<file path="src/rtl/ddsl_pkg.sv">
// Shared constants and types of the differential-drive slew and scale limiter.
package ddsl_pkg;

   localparam int SPEED_WIDTH_DEF = 16;
   localparam int CFG_WIDTH       = 15;
   localparam int CSR_IDX_WIDTH   = 1;

   typedef enum logic [CSR_IDX_WIDTH-1:0] {
      CSR_ACCEL_LIMIT = 1'b0,
      CSR_MAX_RPM     = 1'b1
   } csr_idx_type;

   localparam logic [CFG_WIDTH-1:0] ACCEL_LIMIT_RST = 15'd160;
   localparam logic [CFG_WIDTH-1:0] MAX_RPM_RST     = 15'd1600;

endpackage

</file>
<file path="src/rtl/ddsl_div.sv">
// Restoring divider that produces one quotient bit per cycle.
module ddsl_div
   import ddsl_pkg::*;
#(
   parameter int SPEED_WIDTH = SPEED_WIDTH_DEF,
   localparam int PW = SPEED_WIDTH + CFG_WIDTH,
   localparam int CW = $clog2(SPEED_WIDTH + 1)
) (
   input  logic                   clock,
   input  logic                   reset,
   input  logic                   start,
   input  logic [PW-1:0]          dividend,
   input  logic [SPEED_WIDTH-1:0] divisor,
   output logic                   done,
   output logic [SPEED_WIDTH-1:0] quotient
);

   logic                   busy_ff;
   logic                   done_ff;
   logic [CW-1:0]          cnt_ff;
   logic [SPEED_WIDTH-1:0] rem_ff;
   logic [SPEED_WIDTH-1:0] quo_ff;
   logic [SPEED_WIDTH:0]   trial;
   logic [SPEED_WIDTH:0]   diff;
   logic                   fits;

   // The quotient is known to fit in SPEED_WIDTH bits, so the upper part of the
   // dividend is already below the divisor and seeds the remainder.
   always_comb begin
      trial = {rem_ff, quo_ff[SPEED_WIDTH-1]};
      diff  = trial - {1'b0, divisor};
      fits  = trial >= {1'b0, divisor};
   end

   always_ff @(posedge clock) begin
      if (reset) begin
         busy_ff <= 1'b0;
         done_ff <= 1'b0;
         cnt_ff  <= '0;
      end else begin
         done_ff <= 1'b0;
         if (start) begin
            busy_ff <= 1'b1;
            cnt_ff  <= CW'(SPEED_WIDTH);
            rem_ff  <= SPEED_WIDTH'(dividend >> SPEED_WIDTH);
            quo_ff  <= dividend[SPEED_WIDTH-1:0];
         end else if (busy_ff) begin
            rem_ff <= fits ? diff[SPEED_WIDTH-1:0] : trial[SPEED_WIDTH-1:0];
            quo_ff <= {quo_ff[SPEED_WIDTH-2:0], fits};
            cnt_ff <= cnt_ff - CW'(1);
            if (cnt_ff == CW'(1)) begin
               busy_ff <= 1'b0;
               done_ff <= 1'b1;
            end
         end
      end
   end

   assign done     = done_ff;
   assign quotient = quo_ff;

endmodule

</file>
<file path="config.mk">
export PLATFORM = sky130hd
export DESIGN_NAME = ddsl_div
export DESIGN_NICKNAME = d
export VERILOG_FILES = /design/src/rtl/ddsl_pkg.sv /design/src/rtl/ddsl_div.sv
export SDC_FILE = /design/constraint.sdc
export NUM_CORES = 1
export LEC_CHECK = 0
export BUFFER_PORTS_ARGS = -buffer_cell sky130_fd_sc_hd__buf_2
export CAP_MARGIN = 5
export CELL_PAD_IN_SITES_DETAIL_PLACEMENT = 0
export CELL_PAD_IN_SITES_GLOBAL_PLACEMENT = 1
export CORE_ASPECT_RATIO = 1.5
export CORE_MARGIN = 10
export CORE_UTILIZATION = 45
export CTS_BUF_LIST = sky130_fd_sc_hd__clkbuf_4 sky130_fd_sc_hd__clkbuf_8 sky130_fd_sc_hd__clkbuf_16
export DETAILED_ROUTE_END_ITERATION = 8
export GPL_TIMING_DRIVEN = 0
export PLACE_DENSITY = 0.88
export SLEW_MARGIN = 20
export SYNTH_ARGS = -nofsm -noshare
export SYNTH_HDL_FRONTEND = slang
export SYNTH_SLANG_ARGS = --single-unit
</file>
<file path="constraint.sdc">
create_clock -name clock -period 7.28 [get_ports clock]
set_input_delay 1.456 -clock clock [delete_from_list [all_inputs] [get_ports clock]]
set_output_delay 1.456 -clock clock [all_outputs]
set_load 0.01 [all_outputs]
</file>
==> impl_results.md, run 1 <==
* RSZ-0062 raised after global routing: no
* Core Region at 0.00587 mm2
* Critical path origin: divisor[4]
* Syn nets at 336
* Crit path DAT at 3800 ps
* Iteration-0 DRC Markers at 70
* DP Area at 0.00320 mm2
* Gr usage total at 14.5%
* Crit end category: register
* Worst R2R Setup Slack at 4380 ps
* Antenna viol nets, final at 0
* Starting Density at 47.1%
* Die area at 0.00974 mm2
* Number of flops mapped to enable cells by yosys at 32
* TNS Setup at 0 ps
* HP Class: reg -> reg
* Total number of vias at 2275
* Delay of the slowest cell on the worst path at 370 ps
* Worst clock skew at 4.16 ps
* # setup viols final at 0
* Critical path class: in -> reg
* Tcrit/Tclk final at 51.4%
* Die width at 84.0 um
* DR vias/cell at 5.52
* FP Rows at 34
* Seq cells post-synth at 39
* Area delta synth->final at 19.2%
* Library cells used by synthesis at 55
* Vias in the first global route at 2493
* Sequential share of the synthesized area at 39.8%
* Sum of buffers and inverters on the critical path at 2
* DRC at 0
* Syn_area_per_cell at 10.4 um2
* P_leak at 1.40 nW
* CTS Hold Bufs at 0
* CTS H-tree depth at 2
* Antenna diode count at 0
* Slew HR at 54.1%
* CP Cell Sequence: buf_2 > inv_1 > ha_1 > nand2_1 > a211o_1 > a211oi_4 > nor2_2 > o311ai_4 > mux2_1 > mux2_2
* Detailed Routing Iterations Pass 1 at 4
* Synth top area cells: edfxtp_1, ha_1, mux2_2
* Maximum clock rate at 267 MHz
* Nets@finish at 408
* First-pass GRT wire length at 11800 um
* WL/cell at 17.3 um
* Synth Cell Area at 0.00276 mm2
* Slew Viols, Final at 0
* Clock-pin slew on the worst setup and hold paths at 90 ps
* Slowest CP cell: o311ai_4
* Detailed Place HPWL at 5660 um
* Final worst slack at 3530 ps
* Total power at 0.000646 W
* Mapped Cells at 267
* Crit path required time at 7330 ps
* Die height at 116 um
* Fillers at 571
* Initial antenna violation count at 0
* R2R Path Start: rem_ff[3]$_DFFE_PP_
* Max-cap violations at 0
* P per Cell Area at 196 mW/mm2
* Clock latency on the worst-skew pair at 290 ps
* Share of layout cells above drive strength 1 at 32.9%
* Clock Path Buffers at 2
* Worst-Margin Slew at 689 ps
* Dpl ws at 3220 ps
* Prevailing post-synth register cell: edfxtp_1
* Worst vdd ir at 0.000119 V
* I/O Pins at 67
* Routability Congestion at 0.871
* Cell family with most CP delay: compound AO/OA/AOI/OAI gates
* Area leader, netlist: edfxtp_1
* Fin crit period at 3750 ps
* CTS resizes at 0
* Synth top area share at 34.8%
* Drt total wl at 7150 um
* Final Cell Area at 0.00329 mm2
* Status: finished, final reports clean
* Hold path start: cnt_ff[1]$_SDFFE_PP0P_
* Final Util at 56.1%
* IO buf count at 64
* Startpoint class of the critical path: input port
* Setup bufs post-CTS at 0
* CTS tree: done
* Root buffer cell: clkbuf_8
* Post-synth ARST share at 0%
* Number of CTS-inserted buffers at 5
* CP Max Fanout at 5
* Synthesis Warnings at 0
* Largest net degree at the start of global routing at 27
* CTS sink cnt at 39
* GRT overflow at 0
* Final hold vios at 0
flip-flops by register name, indices dropped and copies added, names as in the netlist:
register / count
done: 1
cnt_ff: 5
rem_ff: 16
quotient: 16
busy_ff: 1
path summary, 6_finish.rpt:
check                                               to  depth (start not counted)
worst min-delay path            cnt_ff[1]$_SDFFE_PP0P_                          2
worst max-delay path               rem_ff[9]$_DFFE_PP_                         10
worst max register to register     rem_ff[9]$_DFFE_PP_                          8
worst min register to register  cnt_ff[1]$_SDFFE_PP0P_                          2
per-layer routing:
| metal | up-vias | part of all wire, % | global-route usage (%) |
|---|---|---|---|
| met3 | 10 | 4.7 | 3.51 |
| met1 | 1086 | 39 | 15.2 |
| li1 | 1122 | - | - |
| met5 | - | 0 | 0 |
| met4 | 0 | 1.8 | 5.38 |
| met2 | 57 | 55 | 27.4 |
cells by family (layout without fill, tap and decap cells):
family	Yosys count	after routing	synth area share (%)
AO/OA/AOI/OAI	59	59	17.0
XOR/XNOR	15	15	4.75
adder cells (fa/ha/maj)	19	19	8.87
buffers and inverters	32	105	5.48
flip-flops	39	39	39.8
multiplexers	23	23	9.19
AND/OR/NAND/NOR	80	80	14.9
worst reg2reg max path, delay by kind of cell, from the launching register on:
| family | cells | cell delay (ps) |
|---|---|---|
| DFF | 1 | 400 |
| and+or+nand+nor | 2 | 230 |
| muxes | 2 | 640 |
| adders and majority gates | 1 | 340 |
| AOI/OAI and AO/OA | 3 | 1060 |
final cells by class:
class | count | area (um2) | share of cell area [%]
well taps | 72 | 90.1 | 2.73
clock inverters | 3 | 23.8 | 0.722
flip-flops and latches | 39 | 1100 | 33.4
plain buffers | 11 | 72.6 | 2.20
multi-input cells | 196 | 1520 | 46.1
repair buffers | 65 | 340 | 10.3
clock buffers | 5 | 68.8 | 2.09
inverters | 21 | 78.8 | 2.39
report_power, final:
part | switching, W | leakage [nW] | total, W | internal (W)
combinational | 0.000118 | 0.996 | 0.000214 | 0.0000958
sequential | 0.00000998 | 0.363 | 0.000275 | 0.000265
clock | 0.0000878 | 0.0408 | 0.000156 | 0.0000687
Yosys cell counts (3+ instances only):
master    count
o21ai_0       6
inv_1        21
xnor2_1       8
nor4_1        3
a21oi_1      17
clkbuf_1      4
nor3b_1       6
edfxtp_1     32
nand2_1      20
a21o_1        4
ha_1         18
mux2i_1       4
a211o_1       8
nor2_1       18
nand4_1       3
nand2b_1      4
xor2_1        7
buf_6         4
dfxtp_1       7
mux2_2       18
nand3_1       4
nor3_1       10
o21ai_1       3
per-stage QoR:
step	hold WS, ps	std cells
floorplan	464	267
global placement	484	403
detailed placement	502	404
CTS	521	412
global route	547	412
finish	515	412
cells in the final DEF, fill, tap and decap left out, types with 4 or more instances in the layout:
cell | Yosys | final
inv_1 | 21 | 21
mux2_2 | 18 | 18
nand2b_1 | 4 | 4
a21o_1 | 4 | 4
nor2_1 | 18 | 17
buf_2 | 0 | 64
nand3_1 | 4 | 4
mux2i_1 | 4 | 4
nor3_1 | 10 | 10
a211o_1 | 8 | 8
nand2_1 | 20 | 20
ha_1 | 18 | 18
clkbuf_8 | 0 | 5
a21oi_1 | 17 | 17
dfxtp_1 | 7 | 7
o21ai_0 | 6 | 6
xor2_1 | 7 | 7
clkbuf_1 | 4 | 4
nor3b_1 | 6 | 6
edfxtp_1 | 32 | 32
buf_6 | 4 | 4
xnor2_1 | 8 | 8
(Power assumes the default switching activity.)
==> run 2: changes to the inputs <==
--- a/config.mk
+++ b/config.mk
@@ -5,17 +5,18 @@
 export SDC_FILE = /design/constraint.sdc
 export NUM_CORES = 1
 export LEC_CHECK = 0
+export ABC_AREA = 1
 export BUFFER_PORTS_ARGS = -buffer_cell sky130_fd_sc_hd__buf_2
 export CAP_MARGIN = 5
 export CELL_PAD_IN_SITES_DETAIL_PLACEMENT = 0
 export CELL_PAD_IN_SITES_GLOBAL_PLACEMENT = 1
 export CORE_ASPECT_RATIO = 1.5
 export CORE_MARGIN = 10
-export CORE_UTILIZATION = 45
+export CORE_UTILIZATION = 39
 export CTS_BUF_LIST = sky130_fd_sc_hd__clkbuf_4 sky130_fd_sc_hd__clkbuf_8 sky130_fd_sc_hd__clkbuf_16
 export DETAILED_ROUTE_END_ITERATION = 8
 export GPL_TIMING_DRIVEN = 0
-export PLACE_DENSITY = 0.88
+export PLACE_DENSITY = 0.82
 export SLEW_MARGIN = 20
 export SYNTH_ARGS = -nofsm -noshare
 export SYNTH_HDL_FRONTEND = slang
==> constraint.sdc (replaced) <==
create_clock -name clock -period 3.45 [get_ports clock]
set_input_delay 0.69 -clock clock [delete_from_list [all_inputs] [get_ports clock]]
set_output_delay 0.69 -clock clock [all_outputs]
set_load 0.01 [all_outputs]
==> impl_results.md, run 2 <==
* Core Region at 0.00761 mm2
* Tcrit/Tclk final at 68.2%
* Gr usage total at 13.0%
* CTS Hold Bufs at 0
* Crit path required time at 3480 ps
* First-pass GRT wire length at 12700 um
* Critical path origin: divisor[12]
* Antenna diode count at 0
* Clock Path Buffers at 2
* Dpl ws at 802 ps
* CP Max Fanout at 10
* Startpoint class of the critical path: input port
* Crit end category: register
* Setup bufs post-CTS at 0
* Internal at 0.00104 W
* CTS H-tree depth at 2
* Worst R2R End: rem_ff[10]$_DFFE_PP_
* GRT overflow at 0
* Sw Ratio at 31.4%
* Fin crit period at 2350 ps
* Root buffer cell: clkbuf_16
* Cell family with most CP delay: simple AND/OR/NAND/NOR gates
* Library cells used by synthesis at 32
* CTS sink cnt at 39
* Delay of the slowest cell on the worst path at 340 ps
* Seq cells post-synth at 39
* Mapped Cells at 419
* Multi-input gate area at 0.00166 mm2
* Clock latency on the worst-skew pair at 270 ps
* Slew Viols, Final at 0
* CTS resizes at 0
* Slew HR at 58.0%
* DR vias/cell at 4.62
* Worst reg2reg path depth at 14
* R2R Path Start: quotient[15]$_DFFE_PP_
* Nets@finish at 561
* Commonest non-fill, non-tap cells in the layout: nand2_1, buf_2, inv_1
* IO buf count at 65
* Wire length on met3 at 303 um
* Sequential share of the synthesized area at 36.2%
* Die height at 128 um
* DRC at 0
* Clock network power share at 30.5%
* Register Area at 0.00110 mm2
* Hold path start: cnt_ff[4]$_SDFFE_PP0N_
* Total number of vias at 2747
* Iteration-0 DRC Markers at 78
* Starting Density at 39.9%
* Worst clock skew at 3.24 ps
* Largest net degree at the start of global routing at 20
* Number of flops mapped to enable cells by yosys at 32
* Vias in the first global route at 2808
* Die width at 92.1 um
* Worst R2R Setup Slack at 1170 ps
* Total power at 0.00151 W
* Share of layout cells above drive strength 1 at 21.9%
* Maximum clock rate at 425 MHz
* Synth Cell Area at 0.00304 mm2
* Final worst slack at 1100 ps
* Clock-pin slew on the worst setup and hold paths at 60 ps
* Antenna viol nets, final at 0
* HP Class: reg -> reg
* DRT met1 WL at 3180 um
* Drt total wl at 7750 um
* Number of CTS-inserted buffers at 5
* Synth top area cells: edfxtp_1, nand2_1, ha_1
* Max Used Layer: met4
* Area leader, netlist: edfxtp_1
* Metal2 WL at 4120 um
* RSZ-0062 raised after global routing: no
* Psw at 0.000474 W
* Combinational fraction of design power at 31.1%
* Post-synth ARST share at 0%
* # setup viols final at 0
* Status: finished, final reports clean
* Area delta synth->final at 20.8%
* Syn nets at 488
* Crit. path cell count at 12
* Detailed Place HPWL at 6510 um
* I/O Pins at 67
* Most common cell in the netlist: nand2_1
* Initial antenna violation count at 0
* Worst vdd ir at 0.000322 V
* Most used cell, CP: nand2_1
* Seq pwr share at 38.4%
* WL/cell at 13.0 um
* Most common cell after layout, fill and taps aside: nand2_1
* Crit path DAT at 2380 ps
* Worst-Margin Slew at 629 ps
* FP Rows at 39
* Synth top area share at 31.6%
* Max-cap violations at 0
* P per Cell Area at 412 mW/mm2
* Die area at 0.0118 mm2
* Final hold vios at 0
* Fillers at 803
* CTS tree: done
* Routability Congestion at 0.895
* Detailed Routing Iterations Pass 1 at 4
* Crit path to: rem_ff[10]$_DFFE_PP_
* Most frequent cells after synthesis: nand2_1, inv_1, edfxtp_1, nor2_1, nand3_1
* Sum of buffers and inverters on the critical path at 3
* Syn_area_per_cell at 7.25 um2
* CP Cell Sequence: buf_2 > inv_1 > ha_1 > a21oi_1 > nand2_1 > nand2_1 > nand2_1 > nor2_4 > buf_4 > nand3b_1 > nand3_1 > nand2_1
* Slowest CP cell: ha_1
* Prevailing post-synth register cell: edfxtp_1
* P_leak at 1.92 nW
* Synthesis Warnings at 0
* Critical path class: in -> reg
run 2: cell types whose count changed after synthesis, moves of 8 or more:
cell and change:
nand2_2 +15, nor2_1 +10, a21oi_1 -8, inv_1 +37, nand3_1 +22, mux2_2 -18, nand2_1 +139, a211o_1 -8
nand3b_1 +14
run 2: cell type report:
class                   count  area share [%]
multi-input cells         309            45.2
flip-flops and latches     39            30.0
repair buffers             66            9.28
inverters                  61            6.24
clock buffers               7            3.99
well taps                 102            3.48
plain buffers              10            1.64
clock inverters             1           0.136
run 2: kinds of logic (layout without fill, tap and decap cells):
family	after synthesis	after routing	share of synthesized area [%]
AOI/OAI and AO/OA	16	16	2.88
xor gates and xnor gates	8	8	2.31
adders and majority gates	19	19	8.07
buffers and inverters	71	145	9.51
DFF	39	39	36.2
and+or+nand+nor	266	266	41.0
run 2: per-stage QoR:
step	hold slack (ps)	utilization [%]	cells	setup TNS, ps	area (um2)
after CTS	481	48.2	595	0	3670
final	476	48.2	595	0	3670
after global placement	454	45.9	586	-20280	3490
after detailed placement	470	46.2	587	0	3520
after global routing	513	48.2	595	0	3670
after floorplan	442	-	419	0	3040
run 2: worst min-delay path by stage:
stage	endpoint	slack, ps	cells past startpoint
floorplan	cnt_ff[4]$_SDFFE_PP0N_	440	2
global placement	cnt_ff[4]$_SDFFE_PP0N_	450	2
detailed placement	cnt_ff[4]$_SDFFE_PP0N_	470	2
CTS	cnt_ff[4]$_SDFFE_PP0N_	480	2
global route	cnt_ff[4]$_SDFFE_PP0N_	510	2
finish	cnt_ff[4]$_SDFFE_PP0N_	480	2
run 2: power by group through the flow:
stage	registers, W	logic, W	clock network [W]
after global routing	0.000585	0.000535	0.000488
after floorplan	0.000591	0.000344	0
after detailed placement	0.000590	0.000472	0
final	0.000581	0.000471	0.000460
after CTS	0.000581	0.000476	0.000471
after global placement	0.000592	0.000462	0
run 2: per-layer routing:
| metal | vias to the layer above | global-route usage [%] |
|---|---|---|
| met1 | 1207 | 13.9 |
| met2 | 58 | 24.6 |
| met4 | 0 | 4.55 |
| met3 | 10 | 2.29 |
| li1 | 1472 | - |
| met5 | - | 0 |
run 2: worst min-delay path, delay by kind of cell, from the launching register on:
kind | cells | cell delay, ps
compound gates | 1 | 60
flops | 1 | 310
simple gates | 1 | 60
